[src/design/olcf_pkg.sv]
// ----------------------------------------------------------------------------
// olcf_pkg: shared constants for the mesh text line classifier
// Character codes, line class codes and the line counter width.
// ----------------------------------------------------------------------------
`default_nettype none

package olcf_pkg;

  // Width of each per-class line counter (8 to 32).
  localparam int COUNT_WIDTH = 24;
  // Width of the line_count output field.
  localparam int LINE_COUNT_W = 24;
  localparam int NUM_CLASSES = 4;

  localparam logic [COUNT_WIDTH-1:0] COUNT_MAX = {COUNT_WIDTH{1'b1}};

  typedef logic [COUNT_WIDTH-1:0] count_t;
  typedef logic [1:0] line_class_t;

  localparam line_class_t CLASS_VERTEX   = 2'd0;
  localparam line_class_t CLASS_NORMAL   = 2'd1;
  localparam line_class_t CLASS_TEXCOORD = 2'd2;
  localparam line_class_t CLASS_FACE     = 2'd3;

  localparam logic [7:0] CH_NL    = 8'd10;
  localparam logic [7:0] CH_TAB   = 8'd9;
  localparam logic [7:0] CH_SPACE = 8'h20;
  localparam logic [7:0] CH_MINUS = 8'h2d;
  localparam logic [7:0] CH_DOT   = 8'h2e;
  localparam logic [7:0] CH_SLASH = 8'h2f;
  localparam logic [7:0] CH_ZERO  = 8'h30;
  localparam logic [7:0] CH_NINE  = 8'h39;
  localparam logic [7:0] CH_F     = 8'h66;
  localparam logic [7:0] CH_N     = 8'h6e;
  localparam logic [7:0] CH_T     = 8'h74;
  localparam logic [7:0] CH_V     = 8'h76;

  // True for characters that are passed on inside a classed line.
  function automatic logic passes_filter(input logic [7:0] c);
    return (c >= CH_ZERO && c <= CH_NINE) || c == CH_NL || c == CH_TAB ||
           c == CH_SPACE || c == CH_MINUS || c == CH_DOT;
  endfunction

endpackage

`default_nettype wire

[src/design/obj_line_classifier_filter.sv]
// ----------------------------------------------------------------------------
// obj_line_classifier_filter: mesh text line classifier and character filter
// Classes vertex, normal, texcoord and face lines, passes on their numeric
// characters and counts the lines of each class.
// ----------------------------------------------------------------------------
// Usage:
//   The input channel (in_valid/in_ready, in_byte, end_of_file) takes one
//   character of the file per transaction. The output channel
//   (out_valid/out_ready) carries at most one kept character per input
//   character, or four line counts (vertex, normal, texcoord, face) after an
//   end_of_file transaction; last_result marks the final result of an input.
//   A result appears on the output the cycle after its input transaction.
//   Throughput is one character per cycle while the receiver accepts each
//   result, set by the single result register that the classification logic
//   feeds; an end of file occupies the output for four beats, and no input is
//   taken until the face count beat is accepted.
//   A new input is taken while a result waits, provided that result is the
//   last of its input and is accepted in the same cycle, or is not pending.
//   Reset (rst, synchronous) empties the output register, clears all counts
//   and the line state, and sets the two byte history to newline. End of
//   file clears counts, line state and history the same way. When the
//   receiver stalls, the held result stays put and in_ready drops.
// ----------------------------------------------------------------------------
`default_nettype none

module obj_line_classifier_filter (
  input  wire logic        clk,
  input  wire logic        rst,
  input  wire logic        in_valid,
  output logic             in_ready,
  input  wire logic [7:0]  in_byte,
  input  wire logic        end_of_file,
  output logic             out_valid,
  input  wire logic        out_ready,
  output logic [1:0]       line_class,
  output logic             is_count,
  output logic [7:0]       kept_char,
  output logic [olcf_pkg::LINE_COUNT_W-1:0] line_count,
  output logic             last_result
);

  // Line state.
  logic [7:0]            previous_byte, previous_byte_next;
  logic [7:0]            byte_before_previous, byte_before_previous_next;
  logic                  line_active, line_active_next;
  olcf_pkg::line_class_t active_class, active_class_next;
  olcf_pkg::count_t      class_counts [olcf_pkg::NUM_CLASSES];

  // Result register.
  olcf_pkg::line_class_t out_class;
  logic [7:0]            out_char;
  logic                  cnt_mode;
  logic [1:0]            cnt_idx;
  olcf_pkg::count_t      cnt_snap [olcf_pkg::NUM_CLASSES];

  logic                  in_fire, out_fire, final_beat;
  logic                  tag_hit, active_now, emit, closes_line;
  olcf_pkg::line_class_t tag_class, class_now;
  logic [7:0]            c_mod;

  assign final_beat = !cnt_mode || (cnt_idx == olcf_pkg::CLASS_FACE);
  assign in_ready   = !out_valid || (out_ready && final_beat);
  assign in_fire    = in_valid && in_ready;
  assign out_fire   = out_valid && out_ready;

  // Classification of one character.
  always_comb begin
    tag_hit   = 1'b0;
    tag_class = olcf_pkg::CLASS_VERTEX;
    if (byte_before_previous == olcf_pkg::CH_NL) begin
      if (previous_byte == olcf_pkg::CH_V) begin
        if (in_byte == olcf_pkg::CH_SPACE) begin
          tag_hit   = 1'b1;
          tag_class = olcf_pkg::CLASS_VERTEX;
        end else if (in_byte == olcf_pkg::CH_N) begin
          tag_hit   = 1'b1;
          tag_class = olcf_pkg::CLASS_NORMAL;
        end else if (in_byte == olcf_pkg::CH_T) begin
          tag_hit   = 1'b1;
          tag_class = olcf_pkg::CLASS_TEXCOORD;
        end
      end else if (previous_byte == olcf_pkg::CH_F && in_byte == olcf_pkg::CH_SPACE) begin
        tag_hit   = 1'b1;
        tag_class = olcf_pkg::CLASS_FACE;
      end
    end

    active_now = tag_hit || line_active;
    class_now  = tag_hit ? tag_class : active_class;

    if (active_now && class_now == olcf_pkg::CLASS_FACE && in_byte == olcf_pkg::CH_SLASH) begin
      c_mod = olcf_pkg::CH_SPACE;
    end else begin
      c_mod = in_byte;
    end

    emit        = active_now && olcf_pkg::passes_filter(c_mod);
    closes_line = active_now && (c_mod == olcf_pkg::CH_NL);

    line_active_next          = active_now && !closes_line;
    active_class_next         = class_now;
    previous_byte_next        = c_mod;
    byte_before_previous_next = previous_byte;
  end

  always_ff @(posedge clk) begin
    if (rst) begin
      previous_byte        <= olcf_pkg::CH_NL;
      byte_before_previous <= olcf_pkg::CH_NL;
      line_active          <= 1'b0;
      active_class         <= olcf_pkg::CLASS_VERTEX;
      for (int i = 0; i < olcf_pkg::NUM_CLASSES; i++) begin
        class_counts[i] <= '0;
      end
    end else if (in_fire) begin
      if (end_of_file) begin
        previous_byte        <= olcf_pkg::CH_NL;
        byte_before_previous <= olcf_pkg::CH_NL;
        line_active          <= 1'b0;
        active_class         <= olcf_pkg::CLASS_VERTEX;
        for (int i = 0; i < olcf_pkg::NUM_CLASSES; i++) begin
          class_counts[i] <= '0;
        end
      end else begin
        previous_byte        <= previous_byte_next;
        byte_before_previous <= byte_before_previous_next;
        line_active          <= line_active_next;
        active_class         <= active_class_next;
        for (int i = 0; i < olcf_pkg::NUM_CLASSES; i++) begin
          if (closes_line && class_now == 2'(i) &&
              class_counts[i] != olcf_pkg::COUNT_MAX) begin
            class_counts[i] <= class_counts[i] + 1'b1;
          end
        end
      end
    end
  end

  // Output register: one kept character, or four count beats.
  always_ff @(posedge clk) begin
    if (rst) begin
      out_valid <= 1'b0;
      cnt_mode  <= 1'b0;
      cnt_idx   <= '0;
    end else if (in_fire && end_of_file) begin
      out_valid <= 1'b1;
      cnt_mode  <= 1'b1;
      cnt_idx   <= '0;
    end else if (in_fire && emit) begin
      out_valid <= 1'b1;
      cnt_mode  <= 1'b0;
      cnt_idx   <= '0;
    end else if (out_fire) begin
      if (final_beat) begin
        out_valid <= 1'b0;
        cnt_mode  <= 1'b0;
      end else begin
        cnt_idx <= cnt_idx + 2'd1;
      end
    end
  end

  always_ff @(posedge clk) begin
    if (in_fire && end_of_file) begin
      for (int i = 0; i < olcf_pkg::NUM_CLASSES; i++) begin
        cnt_snap[i] <= class_counts[i];
      end
    end
    if (in_fire && !end_of_file && emit) begin
      out_class <= class_now;
      out_char  <= c_mod;
    end
  end

  assign is_count    = cnt_mode;
  assign line_class  = cnt_mode ? cnt_idx : out_class;
  assign kept_char   = cnt_mode ? 8'd0 : out_char;
  assign line_count  = cnt_mode ? olcf_pkg::LINE_COUNT_W'(cnt_snap[cnt_idx]) : '0;
  assign last_result = final_beat;

  // An end of file is followed by the vertex count beat.
  a_eof_starts_counts: assert property (@(posedge clk) disable iff (rst)
    in_valid && in_ready && end_of_file |=> out_valid && is_count && line_class == 2'd0)
    else $error("end of file did not start the count beats");

  // Count beats advance one class at a time.
  a_count_order: assert property (@(posedge clk) disable iff (rst)
    out_valid && out_ready && is_count && !last_result |=>
      out_valid && is_count && line_class == $past(line_class) + 2'd1)
    else $error("count beats out of order");

  // No input is taken while count beats remain.
  a_hold_input: assert property (@(posedge clk) disable iff (rst)
    out_valid && is_count && !last_result |-> !in_ready)
    else $error("input taken during count beats");

  // A character result carries no count.
  a_char_clean: assert property (@(posedge clk) disable iff (rst)
    out_valid && !is_count |-> line_count == '0 && last_result)
    else $error("character result malformed");

endmodule

`default_nettype wire
[config.mk]
export PLATFORM = sky130hd
export DESIGN_NAME = obj_line_classifier_filter
export DESIGN_NICKNAME = d
export VERILOG_FILES = /design/src/design/olcf_pkg.sv /design/src/design/obj_line_classifier_filter.sv
export SDC_FILE = /design/constraint.sdc
export NUM_CORES = 1
export LEC_CHECK = 0
export ABC_AREA = 1
export ABC_CLOCK_PERIOD_IN_PS = 15100
export BUFFER_PORTS_ARGS = -buffer_cell sky130_fd_sc_hd__buf_4
export CELL_PAD_IN_SITES_DETAIL_PLACEMENT = 0
export CELL_PAD_IN_SITES_GLOBAL_PLACEMENT = 2
export CORE_MARGIN = 10
export CORE_UTILIZATION = 42
export CTS_CLUSTER_DIAMETER = 30
export DETAILED_ROUTE_END_ITERATION = 6
export PLACE_DENSITY_LB_ADDON = 0.1
export SLEW_MARGIN = 20
export SYNTH_ARGS = -nofsm -noshare
export SYNTH_HDL_FRONTEND = slang
export SYNTH_SLANG_ARGS = --single-unit
[constraint.sdc]
create_clock -name clk -period 15.1 [get_ports clk]
set_input_delay 3.775 -clock clk [delete_from_list [all_inputs] [get_ports clk]]
set_output_delay 3.775 -clock clk [all_outputs]
set_load 0.01 [all_outputs]
# Yosys cells after proc, flatten, opt, wreduce, memory -nomap -nowiden
# Memory sizes are Yosys's and may differ from the RTL's. A register that Yosys moved wholly into a read port is not among the register bits.
# Cells that the tools add are included.
[word_totals] mem_bits_rw=192 ff_bits=33 output_inout_bits=38 n_memories=2 word_cells=152
[op_classes] reduce_logical=40 n_lt_le_gt_ge=2 muxes=65 eq_ne=20 n_addsub=5 bitwise_logic=9
[memory_table] name="class_counts" depth=4 word_bits=24 rd=4 rd_clocked_by_memory_dff=0 write_ports=4 line="obj_line_classifier_filter.sv:47" text="olcf_pkg::count_t class_counts [olcf_pkg::NUM_CLASSES];"
[memory_table] name="cnt_snap" depth=4 word_bits=24 rd=1 rd_clocked_by_memory_dff=1 write_ports=4 line="obj_line_classifier_filter.sv:54" text="olcf_pkg::count_t cnt_snap [olcf_pkg::NUM_CLASSES];"
[op_table] cell="24-bit 2-to-1 mux" n=9
[op_table] cell="24-bit by 1-bit adder with 24-bit output, second input constant" n=4
[op_table] cell="24-bit inequality test, second input constant" n=4
[op_table] cell="1-bit 2-to-1 mux" n=41
[op_table] cell="8-bit by 6-bit equality test with 1-bit output, second input constant" n=5
[op_table] cell="8-bit by 7-bit equality test with 1-bit output, second input constant" n=4
[op_table] cell="8-bit 2-to-1 mux" n=4
[op_table] cell="8-bit by 4-bit equality test with 1-bit output, second input constant" n=3
[op_table] cell="1-bit logical AND" n=22
[op_table] cell="2-bit 2-to-1 mux" n=11
[op_table] cell="8-bit by 6-bit greater-or-equal comparator with 1-bit output, second input constant" n=1
[op_table] cell="8-bit by 6-bit <= comparator with 1-bit output, second input constant" n=1
[op_table] cell="1-bit logical OR" n=8
[op_table] cell="1-bit OR" n=8
[op_table] cell="2-bit equality test, second input constant" n=3
[op_table] cell="3-bit nonzero test" n=2
[op_table] cell="1-bit logical NOT" n=4
[op_table] cell="2-bit AND reduction" n=2
[op_table] cell="3-bit OR reduction" n=1
[op_table] cell="2-bit by 1-bit adder with 2-bit output, second input constant" n=1
[op_table] cell="2-bit by 1-bit equality test with 1-bit output, second input constant" n=1
[op_table] cell="2-bit logical NOT" n=1
[op_table] cell="1-bit NOT" n=1

# Depth between registers and ports, before layout
# Gate-level depths: netlist of run 1.
[depth] ltp_word=22 ltp_mapped=17 mapped_depth_nobuf=17

# Worst setup path before layout of run 1
# No wires, ideal clock.
[synth_timing] path_type="input port to flip-flop" startpoint="input out_ready" endpoint="memory class_counts[0][0] (netlist name), enable pin" arrival_time_ns=7.828 path_slack_ns=6.891 setup_time_ns=0.381 stages=9 cell_sequence="nand2_2 -> nand2_2 -> nand2_4 -> nor2_2 -> inv_1 -> nand2_1 -> inv_1 -> clkbuf_1 -> nand2_1"
[synth_rtl] item="start, declared" line="obj_line_classifier_filter.sv:34" text="input wire logic out_ready,"
[synth_rtl] item="end, declared" line="obj_line_classifier_filter.sv:47"

# Worst setup path in the final report of run 1
[layout_timing] startpoint="input out_ready" endpoint="output in_ready"
[layout_between] elab_chain_len=2
[layout_rtl] item="1-bit logical AND" line="obj_line_classifier_filter.sv:62" text="assign in_ready = !out_valid || (out_ready && final_beat);"
[layout_rtl] item="1-bit logical OR" line="obj_line_classifier_filter.sv:62"
[layout_rtl] item="end, declared" line="obj_line_classifier_filter.sv:30" text="output logic in_ready,"
# No other way between the ends.

==> metrics.md, run 1 <==
| Metric | Value |
|---|---|
| DRT Wirelength | 27100 um |
| Largest net degree at the start of global routing | 61 |
| Placed Instances | 1535 |
| Cts bufs inserted | 53 |
| Worst skew pair latency | 0.55 ns |
| Htree depth | 2 |
| Die height | 182 um |
| Leak pwr | 0.00529 uW |
| Final max-slew violation count | 0 |
| Initial Util | 42.5% |
| # setup viols final | 0 |
| Global route overflow | 0 |
| Dpl hpwl | 18800 um |
| Vias per std cell | 4.97 |
| Placer congestion estimate | 0.828 |
| Post-route ant nets | 0 |
| Final non-filler cell total | 1632 |
| Final setup TNS | 0 ns |
| IO buf count | 50 |
| # Post-CTS Setup Buffers | 0 |
| Hold Crit Class | flip-flop to flip-flop |
| Sequential share of the synthesized area | 57.5% |
| Total power | 2020 uW |
| DRC viols | 0 |
| P&R area growth vs syn | 23.5% |
| Die width | 182 um |
| Drt pass-1 iters | 5 |
| CP max stage cell | buf_4 |
| Post-layout min period | 7.95 ns |
| Row Count | 59 |
| Die ar. | 0.0331 sq mm |
| VDD IR max | 0.0985 mV |
| Clk sinks | 227 |
| Core area | 0.0259 sq mm |
| CTS root buffer | clkbuf_16 |
| Worst-margin pin slew | 0.955 ns |
| Tot GR Track Use | 16.3% |
| Hold_buf cts | 0 |
| CTS tree | done |
| Critical Path RT | 11.32 ns |
| Commonest non-fill, non-tap cell in the layout | nor2_1 |
| # IOs | 51 |
| Critical path type | input port to primary output |
| CP top delay family | buffers and inverters |
| Max Fclk | 126 MHz |
| Worst path max stage delay | 0.15 ns |
| Post-Synthesis Cells | 1180 |
| Synth Cell Area | 0.0110 sq mm |
| Status | finished, final reports clean |
| R2R setup slack | 11.32 ns |
| Syn Area/Cell | 9.32 sq um |
| Power per cell area | 148 mW/mm^2 |
| Final Skew | 0.0247 ns |
| Synth Register Bits | 227 |
| Yosys warnings | 0 |
| Max-cap viol count | 0 |
| Post-Syn Nets | 1198 |
| CTS Buffer Depth | 3 |
| Vias | 8112 |
| Startpoint types | input port |
| Reg clk slew, reported paths | 0.04 ns |
| Final net count | 1273 |
| WP buf/inv | 2 |
| Unique masters post-synth | 45 |
| Commonest non-fill, non-tap cells in the layout | nor2_1, edfxtp_1, nand2_1 |
| Iteration-0 DRC Markers | 463 |
| Cell chain of the critical path | buf_4 > nand2_2 > nand2_2 > buf_4 |
| Hold Vio Cnt, Final | 0 |
| Worst endpoint data arrival time | 4.17 ns |
| Wire per inst | 16.6 um |
| Layout cell share with drive strength beyond 1 | 17.9% |
| Crit share post-route | 52.6% |
| Post-CTS sizing | 0 |
| Post-layout util | 52.5% |
| CP endpoint kind | primary output |
| Slew margin rel. | 36.3% |
| Crit path max fanout | 2 |
| Initial antenna violation count | 0 |
| Vias in the first global route | 8125 |
| First-pass GRT wire length | 43800 um |
| RSZ-0062 raised after global routing | false |
| N_diodes | 0 |
==> layout make-up <==
cell class	instances	area [sq um]
Tap cell	335	419
Fill cell	2434	12300
Inverter	148	557
Timing Repair Buffer	56	420
Clock buffer	63	1420
Clock inverter	34	526
Sequential cell	227	6330
Multi-Input combinational cell	769	3930
==> path summary, 6_finish.rpt <==
path	end	start	cells past startpoint
hold / removal	cnt_snap[2][4]	class_counts[2][4]	0
setup / recovery	in_ready	out_ready	4
setup reg to reg	class_counts[3][0]	is_count	11
hold reg to reg	cnt_snap[2][4]	class_counts[2][4]	0
==> cell usage after synthesis (all sizes together) <==
cell | instances | area share, %
a21oi | 64 | 3.2
a22oi | 2 | 0.14
a31o | 1 | 0.080
a31oi | 2 | 0.11
and2 | 1 | 0.057
and3 | 4 | 0.23
buf | 15 | 1.1
clkbuf | 21 | 0.72
clkinv | 2 | 0.080
dfxtp | 49 | 8.9
edfxtp | 178 | 49
ha | 5 | 0.57
inv | 146 | 5.0
nand2 | 169 | 6.1
nand3 | 60 | 3.2
nand4 | 29 | 1.8
nor2 | 257 | 9.9
nor3 | 37 | 2.0
nor3b | 4 | 0.41
nor4 | 6 | 0.34
o21a | 1 | 0.068
o21ai | 66 | 3.0
o21bai | 2 | 0.14
o22ai | 11 | 0.63
o32ai | 1 | 0.080
or2 | 3 | 0.17
xnor2 | 11 | 0.88
xor2 | 33 | 2.6
==> metrics by stage <==
| step | hold slack [ns] | area [sq um] | worst slack [ns] |
|---|---|---|---|
| finish | 0.472 | 13600 | 7.15 |
| global route | 0.487 | 13600 | 7.13 |
| CTS | 0.471 | 13600 | 7.15 |
| detailed placement | 0.460 | 11600 | 7.15 |
| global placement | 0.451 | 11600 | 7.15 |
| floorplan | 0.429 | 11000 | 6.89 |
==> where the power goes <==
group          switching (uW)  internal, uW
clock network             359           870
registers                18.4           701
logic                    47.8          22.1
total                     425          1590
==> routing by layer <==
| metal | global-route usage, % | routed length (um) |
|---|---|---|
| met5 | 0 | 0 |
| met4 | 4.78 | 480 |
| met3 | 3.24 | 1310 |
| met2 | 25.9 | 12500 |
| met1 | 21.9 | 12800 |
==> registers in the layout, indices dropped and copies added, names as in the netlist, named ones only <==
register	count
byte_before_previous_next	8
cnt_idx	2
line_active	1
active_class	2
out_valid	1
is_count	1
out_class	2
cnt_snap	96
class_counts	96
out_char	8
byte_before_previous	8
==> logic make-up after synthesis <==
logic type                 count (synthesis)  share of synthesized area (%)
and+or+nand+nor                          570                           24.1
DFF                                      227                           57.5
buffers and inverters                    184                           6.90
AOI/OAI and AO/OA                        150                           7.43
xor gates and xnor gates                  44                           3.50
adders and majority gates                  5                          0.569
No activity file was read; power rests on OpenSTA's default activity.
==> run 2, diff against run 1 <==
ABC_AREA = 0   (was 1)
ABC_CLOCK_PERIOD_IN_PS = 7460   (was 15100)
CORE_UTILIZATION = 43   (was 42)
clock period = 7.46 ns   (was 15.1 ns; I/O delays follow)
==> metrics.md, run 2 <==
| Metric | Value |
|---|---|
| Synth top area share | 51.0% (+2.4 points) |
| # setup viols final | 0 (unchanged) |
| Iteration-0 DRC Markers | 485 (+4.8%) |
| Initial antenna violation count | 0 (unchanged) |
| Worst skew pair latency | 0.55 ns (about the same) |
| Layout cell share with drive strength beyond 1 | 19.2% (+1.3 points) |
| Number of synthesized flops with an enable pin | 178 (unchanged) |
| Clk sinks | 227 (unchanged) |
| CP most frequent cell | nand2_1 |
| Largest net degree at the start of global routing | 58 (-4.9%) |
| Unique masters post-synth | 69 (+53%) |
| Cell chain of the critical path | buf_4 > nor4b_1 > nand2_1 > a21o_2 > mux2i_1 > nand3_1 > nand2_1 |
| Vias per std cell | 5.35 (+7.6%) |
| Dominant cell type by area after synthesis | edfxtp_1 |
| Commonest non-fill, non-tap cells in the layout | edfxtp_1, nor2_1, nand2_1 |
| Drt pass-1 iters | 5 (unchanged) |
| Crit path max fanout | 24 (+22) |
| Final instance area | 0.0129 sq mm (-5.1%) |
| Hold Crit Class | flip-flop to flip-flop |
| Hold_buf cts | 0 (unchanged) |
| Post-CTS sizing | 0 (unchanged) |
| Htree depth | 2 (unchanged) |
| # Post-CTS Setup Buffers | 0 (unchanged) |
| Core area | 0.0242 sq mm (-6.7%) |
| Hold Vio Cnt, Final | 0 (unchanged) |
| Fill cells | 2037 (-16%) |
| Synth Register Bits | 227 (unchanged) |
| Worst path max stage delay | 1.05 ns (+0.90 ns) |
| Worst-margin pin slew | 1.05 ns (+0.0925 ns) |
| Synth area leaders | edfxtp_1, dfxtp_1, mux4_2 |
| # IOs | 51 (unchanged) |
| Wire per inst | 20.7 um (+24%) |
| Worst flop-to-flop path endpoint | class_counts[3][12] |
| Post-layout min period | 4.94 ns |
| Placer congestion estimate | 0.840 (+1.5%) |
| Final Skew | 0.0245 ns (-0.000194 ns) |
| Power per cell area | 306 mW/mm^2 (+110%) |
| R2R setup slack | 3.39 ns (-7.93 ns) |
| Vias | 6921 (-15%) |
| Final max-slew violation count | 0 (unchanged) |
| Multi-input gate area | 0.00384 sq mm (-2.2%) |
| Vias in the first global route | 7184 (-12%) |
| Slew margin rel. | 30.0% (-6.3 points) |
| DRC viols | 0 (unchanged) |
| Post-Syn Nets | 876 (-27%) |
| Worst endpoint data arrival time | 5.08 ns (+0.91 ns) |
| Leak pwr | 0.00457 uW (-14%) |
| VDD IR max | 0.174 mV (+77%) |
| Final net count | 945 (-26%) |
| Area after DPL | 0.0111 sq mm (-4.9%) |
| Register Area | 0.00633 sq mm (unchanged) |
| CP startpoint | in_byte[4] |
| Top flop regs | class_counts (96), cnt_snap (96) |
| Final setup TNS | 0 ns (unchanged) |
| CP max stage cell | nand2_1 |
| Row Count | 57 (-3.4%) |
| Commonest cells post-synth | edfxtp_1, nor2_1, nand2_1, nand3_1, dfxtp_1 |
| Worst Setup EP | class_counts[3][12] |
| RSZ-0062 raised after global routing | false |
| DRT Wirelength | 26700 um (-1.3%) |
| IO buf count | 50 (unchanged) |
| Tot GR Track Use | 17.3% (+1.0 points) |
| Critical path type | input port to flip-flop |
| Reg clk slew, reported paths | 0.04 ns (about the same) |
| CTS tree | done |
| Commonest non-fill, non-tap cell in the layout | edfxtp_1 |
| Die width | 176 um (-3.2%) |
| Most frequent cell after synthesis | edfxtp_1 |
| CTS root buffer | clkbuf_16 |
| Startpoint types | input port |
| Crit share post-route | 66.2% |
| Sequential share of the synthesized area | 60.4% (+2.9 points) |
| Max-cap viol count | 0 (unchanged) |
| P&R area growth vs syn | 23.2% |
| Global route overflow | 0 (unchanged) |
| Synth Flop Type | edfxtp_1 |
| Async SR Flop Fraction | 0% (unchanged) |
| Dpl hpwl | 18500 um (-1.8%) |
| N_diodes | 0 (unchanged) |
| Syn Area/Cell | 12.2 sq um (+31%) |
| CP endpoint kind | flip-flop |
| CTS Buffer Depth | 3 (unchanged) |
| Status | finished, final reports clean |
| Critical Path RT | 7.61 ns (-3.71 ns) |
| Yosys warnings | 0 (unchanged) |
| Post-route ant nets | 0 (unchanged) |
| Initial Util | 43.3% (+0.87 points) |
| Die ar. | 0.0310 sq mm (-6.2%) |
| Max Fclk | 203 MHz |
| Synth Cell Area | 0.0105 sq mm (-4.8%) |
| Die height | 176 um (-3.2%) |
| First-pass GRT wire length | 42000 um (-4.1%) |
| Post-Synthesis Cells | 858 (-27%) |
| Register-to-Register Path Depth | 7 (-4) |
| Cts bufs inserted | 53 (unchanged) |
| Critical R2R Launch | cnt_idx[0] |
-- run 2: worst min-delay path by stage --
stage	cells after the start	end	slack [ns]	startpoint
2_1_floorplan	2	byte_before_previous[2]	0.43	byte_before_previous[2]
3_3_place_gp	2	byte_before_previous[4]	0.44	byte_before_previous[4]
3_5_place_dp	2	byte_before_previous[7]	0.45	byte_before_previous[7]
4_1_cts	2	byte_before_previous[7]	0.45	byte_before_previous[7]
5_1_grt	2	byte_before_previous[7]	0.49	byte_before_previous[7]
6_report	2	byte_before_previous[7]	0.45	byte_before_previous[7]
-- run 2: report_power, final --
group / total [uW] / switching [uW] / internal, uW / leakage (uW)
Combinational: 173 / 102 / 71.1 / 0.00151
Clock: 2320 / 717 / 1600 / 0.000887
Sequential: 1460 / 42.4 / 1420 / 0.00217
Total: 3950 / 861 / 3090 / 0.00457
-- run 2: routing by layer --
layer	global-route usage, %	routed length [um]
met5	0	0
met4	5.48	538
met3	3.55	1160
met2	29.3	13200
met1	21.7	11800
-- run 2: metrics by stage --
step	hold slack (ns)	worst slack (ns)	util, %	cells	total power (uW)
floorplan	0.432	2.57	-	858	1570
global placement	0.443	2.10	45.8	1196	1660
detailed placement	0.447	2.03	45.8	1196	1660
CTS	0.454	2.56	53.4	1294	4000
global route	0.490	2.24	53.4	1294	4080
finish	0.454	2.52	53.4	1294	3950
-- run 2: area by class of cell --
type	count	area share, %
timing repair buffer	57	3.32
clock buffer	65	11.4
multi-input combinational	568	29.8
clock inverter	33	2.72
sequential	227	49.0
inverter	20	0.592
tap	324	3.14
-- run 2: logic make-up (layout without fill, tap and decap cells) --
kind of cell	Yosys count	after routing	synth area share, %
XOR/XNOR	69	69	5.77
multiplexers	39	39	6.62
flip-flops	227	227	60.4
AO/OA/AOI/OAI	78	78	5.26
AND/OR/NAND/NOR	377	377	18.3
buffers and inverters	63	175	3.02
adder cells (fa/ha/maj)	5	5	0.597
-- run 2: critical path, delay by kind of cell --
| kind | cells | cell delay [ns] |
|---|---|---|
| buf+inv | 1 | 0.14 |
| mux | 1 | 0.34 |
| compound gates | 1 | 0.29 |
| simple gates | 4 | 2.42 |
==> run 3, diff against run 2 <==
ABC_CLOCK_PERIOD_IN_PS = 4190   (was 7460)
CORE_UTILIZATION = 39   (was 43)
clock period = 4.19 ns   (was 7.46 ns; I/O delays follow)
==> metrics.md, run 3 (same netlist as run 2, synthesis figures left out) <==
| Metric | Value |
|---|---|
| CTS tree | done |
| Register-to-Register Path Depth | 8 (+1) |
| Final setup TNS | 0 ns (unchanged) |
| Die ar. | 0.0338 sq mm (+9.1%) |
| Die width | 184 um (+4.4%) |
| Critical R2R Launch | class_counts[1][0] |
| Initial Util | 39.9% (-3.5 points) |
| Worst skew pair latency | 0.56 ns (about the same) |
| Worst min-delay path endpoint | byte_before_previous[7] |
| Clk sinks | 227 (unchanged) |
| DRC viols | 0 (unchanged) |
| P&R area growth vs syn | 25.9% |
| N_diodes | 0 (unchanged) |
| Internal power | 5800 uW (+88%) |
| CTS Buffer Depth | 3 (unchanged) |
| Sw frac | 21.8% (+0.031 points) |
| Slew margin rel. | 42.9% (+13 points) |
| Hold_buf cts | 0 (unchanged) |
| Largest net degree at the start of global routing | 65 (+12%) |
| Crit share post-route | 85.2% |
| Wire per inst | 19.9 um (-3.6%) |
| CP max stage cell | dfxtp_2 |
| Core area | 0.0263 sq mm (+8.7%) |
| Sw Pwr | 1620 uW (+88%) |
| Worst path max stage delay | 0.78 ns (-0.27 ns) |
| Post-layout min period | 3.57 ns |
| Cell chain of the critical path | buf_4 > mux4_2 > and2_1 > buf_4 |
| Leak pwr | 0.00471 uW (+3.1%) |
| CP most frequent cell | buf_4 |
| CP endpoint kind | primary output |
| Cts bufs inserted | 55 (+3.8%) |
| # Post-CTS Setup Buffers | 0 (unchanged) |
| First-pass GRT wire length | 41200 um (-1.9%) |
| Vias in the first global route | 7037 (-2.0%) |
| # setup viols final | 0 (unchanged) |
| Iteration-0 DRC Markers | 482 (-0.62%) |
| Drt pass-1 iters | 5 (unchanged) |
| Flop pwr share | 35.0% (-2.0 points) |
| Vias per std cell | 5.33 (-0.43%) |
| Commonest non-fill, non-tap cell in the layout | edfxtp_1 |
| Worst flop-to-flop path endpoint | class_counts[1][19] |
| Row Count | 59 (+3.5%) |
| Post-layout util | 50.2% (-3.2 points) |
| Fill cells | 2327 (+14%) |
| Status | finished, final reports clean |
| Worst endpoint data arrival time | 2.52 ns (-2.56 ns) |
| DRT Wirelength | 26400 um (-1.4%) |
| CTS root buffer | clkbuf_16 |
| Multi-input gate area | 0.00384 sq mm (unchanged) |
| Dpl hpwl | 17900 um (-3.2%) |
| VDD IR max | 0.330 mV (+89%) |
| IO buf count | 50 (unchanged) |
| Clk network pwr share | 60.6% (+2.0 points) |
| Reg clk slew, reported paths | 0.04 ns (about the same) |
| Htree depth | 2 (unchanged) |
| Crit path max fanout | 17 (-29%) |
| Tot GR Track Use | 15.7% (-1.6 points) |
| Final max-slew violation count | 0 (unchanged) |
| Hold Crit Class | flip-flop to flip-flop |
| Layout cell share with drive strength beyond 1 | 20.6% (+1.5 points) |
| Max Fclk | 280 MHz |
| Hold Crit Depth | 2 (unchanged) |
| Post-route ant nets | 0 (unchanged) |
| Hold Vio Cnt, Final | 0 (unchanged) |
| Vias | 7051 (+1.9%) |
| RSZ-0062 raised after global routing | false |
| Final net count | 960 (+1.6%) |
| Worst-margin pin slew | 0.849 ns (-0.199 ns) |
| Critical path type | flip-flop to primary output |
| Critical Path RT | 3.14 ns (-4.47 ns) |
| Commonest non-fill, non-tap cells in the layout | edfxtp_1, nor2_1, nand2_1 |
| Power per cell area | 563 mW/mm^2 (+84%) |
| Final Skew | 0.0185 ns (-0.00602 ns) |
| Max-cap viol count | 0 (unchanged) |
| Startpoint types | flip-flop |
| # IOs | 51 (unchanged) |
| Register Area | 0.00633 sq mm (unchanged) |
| Top flop regs | class_counts (96), cnt_snap (96) |
| HP Start | byte_before_previous[7] |
| Global route overflow | 0 (unchanged) |
| Post-CTS sizing | 0 (unchanged) |
| Initial antenna violation count | 0 (unchanged) |
| Die height | 184 um (+4.4%) |
| Logic pwr share | 4.4% (about the same) |
| Placer congestion estimate | 0.834 (-0.77%) |
| R2R setup slack | 1.12 ns (-2.27 ns) |
## run 3: cell types whose count changed in the layout (fill, tap and decap cells not counted), moves of 3 or more
cell,delta
buf_4,+12
bufinv_16,+6
clkbuf_8,-4
clkinv_1,+4
clkinv_4,-4
inv_6,+4
clkbuf_1,-3
clkinv_2,+3
## run 3: power by group through the flow
stage / combinational, uW / sequential, uW / clock (uW)
floorplan: 196 / 2610 / 0
global placement: 325 / 2630 / 0
detailed placement: 329 / 2630 / 0
CTS: 330 / 2600 / 4570
global route: 357 / 2610 / 4690
finish: 323 / 2600 / 4500
## run 3: cell type report
type | count | area share, %
sequential | 227 | 48.0
multi-input combinational | 568 | 29.1
clock buffer | 57 | 10.5
clock inverter | 47 | 4.56
timing repair buffer | 70 | 4.08
tap | 335 | 3.18
inverter | 20 | 0.579
## run 3: routing by layer
metal	vias up	share of wire [%]	GRT usage [%]
li1	3347	-	-
met2	168	46	24.2
met3	45	5.6	3.62
met5	-	0	0
met4	0	3.0	6.39
met1	3491	45	20.8
## run 3: critical path: cells and delay by family (launching register included)
| family | cells | cell delay [ns] |
|---|---|---|
| flops | 1 | 0.78 |
| mux | 1 | 0.52 |
| buf+inv | 2 | 0.47 |
| simple gates | 1 | 0.18 |
## run 3: how the worst max path moves through the flow
stage	cells past startpoint	endpoint	slack [ns]
finish	4	line_count[15]	0.62
global route	4	line_count[21]	0.45
CTS	4	line_count[15]	0.53
detailed placement	9	class_counts[1][19]	0.68
global placement	9	class_counts[1][17]	0.67
floorplan	6	is_count	0.12
## run 3: per-stage QoR
step / std cells / hold WS [ns] / area, sq um / setup WS, ns / power (uW)
after floorplan: 858 / 0.432 / 10500 / 0.121 / 2800
final: 1324 / 0.451 / 13200 / 0.621 / 7420
after CTS: 1324 / 0.452 / 13200 / 0.531 / 7500
after global routing: 1324 / 0.476 / 13200 / 0.445 / 7660
after global placement: 1220 / 0.443 / 11200 / 0.671 / 2960
after detailed placement: 1220 / 0.447 / 11200 / 0.683 / 2960
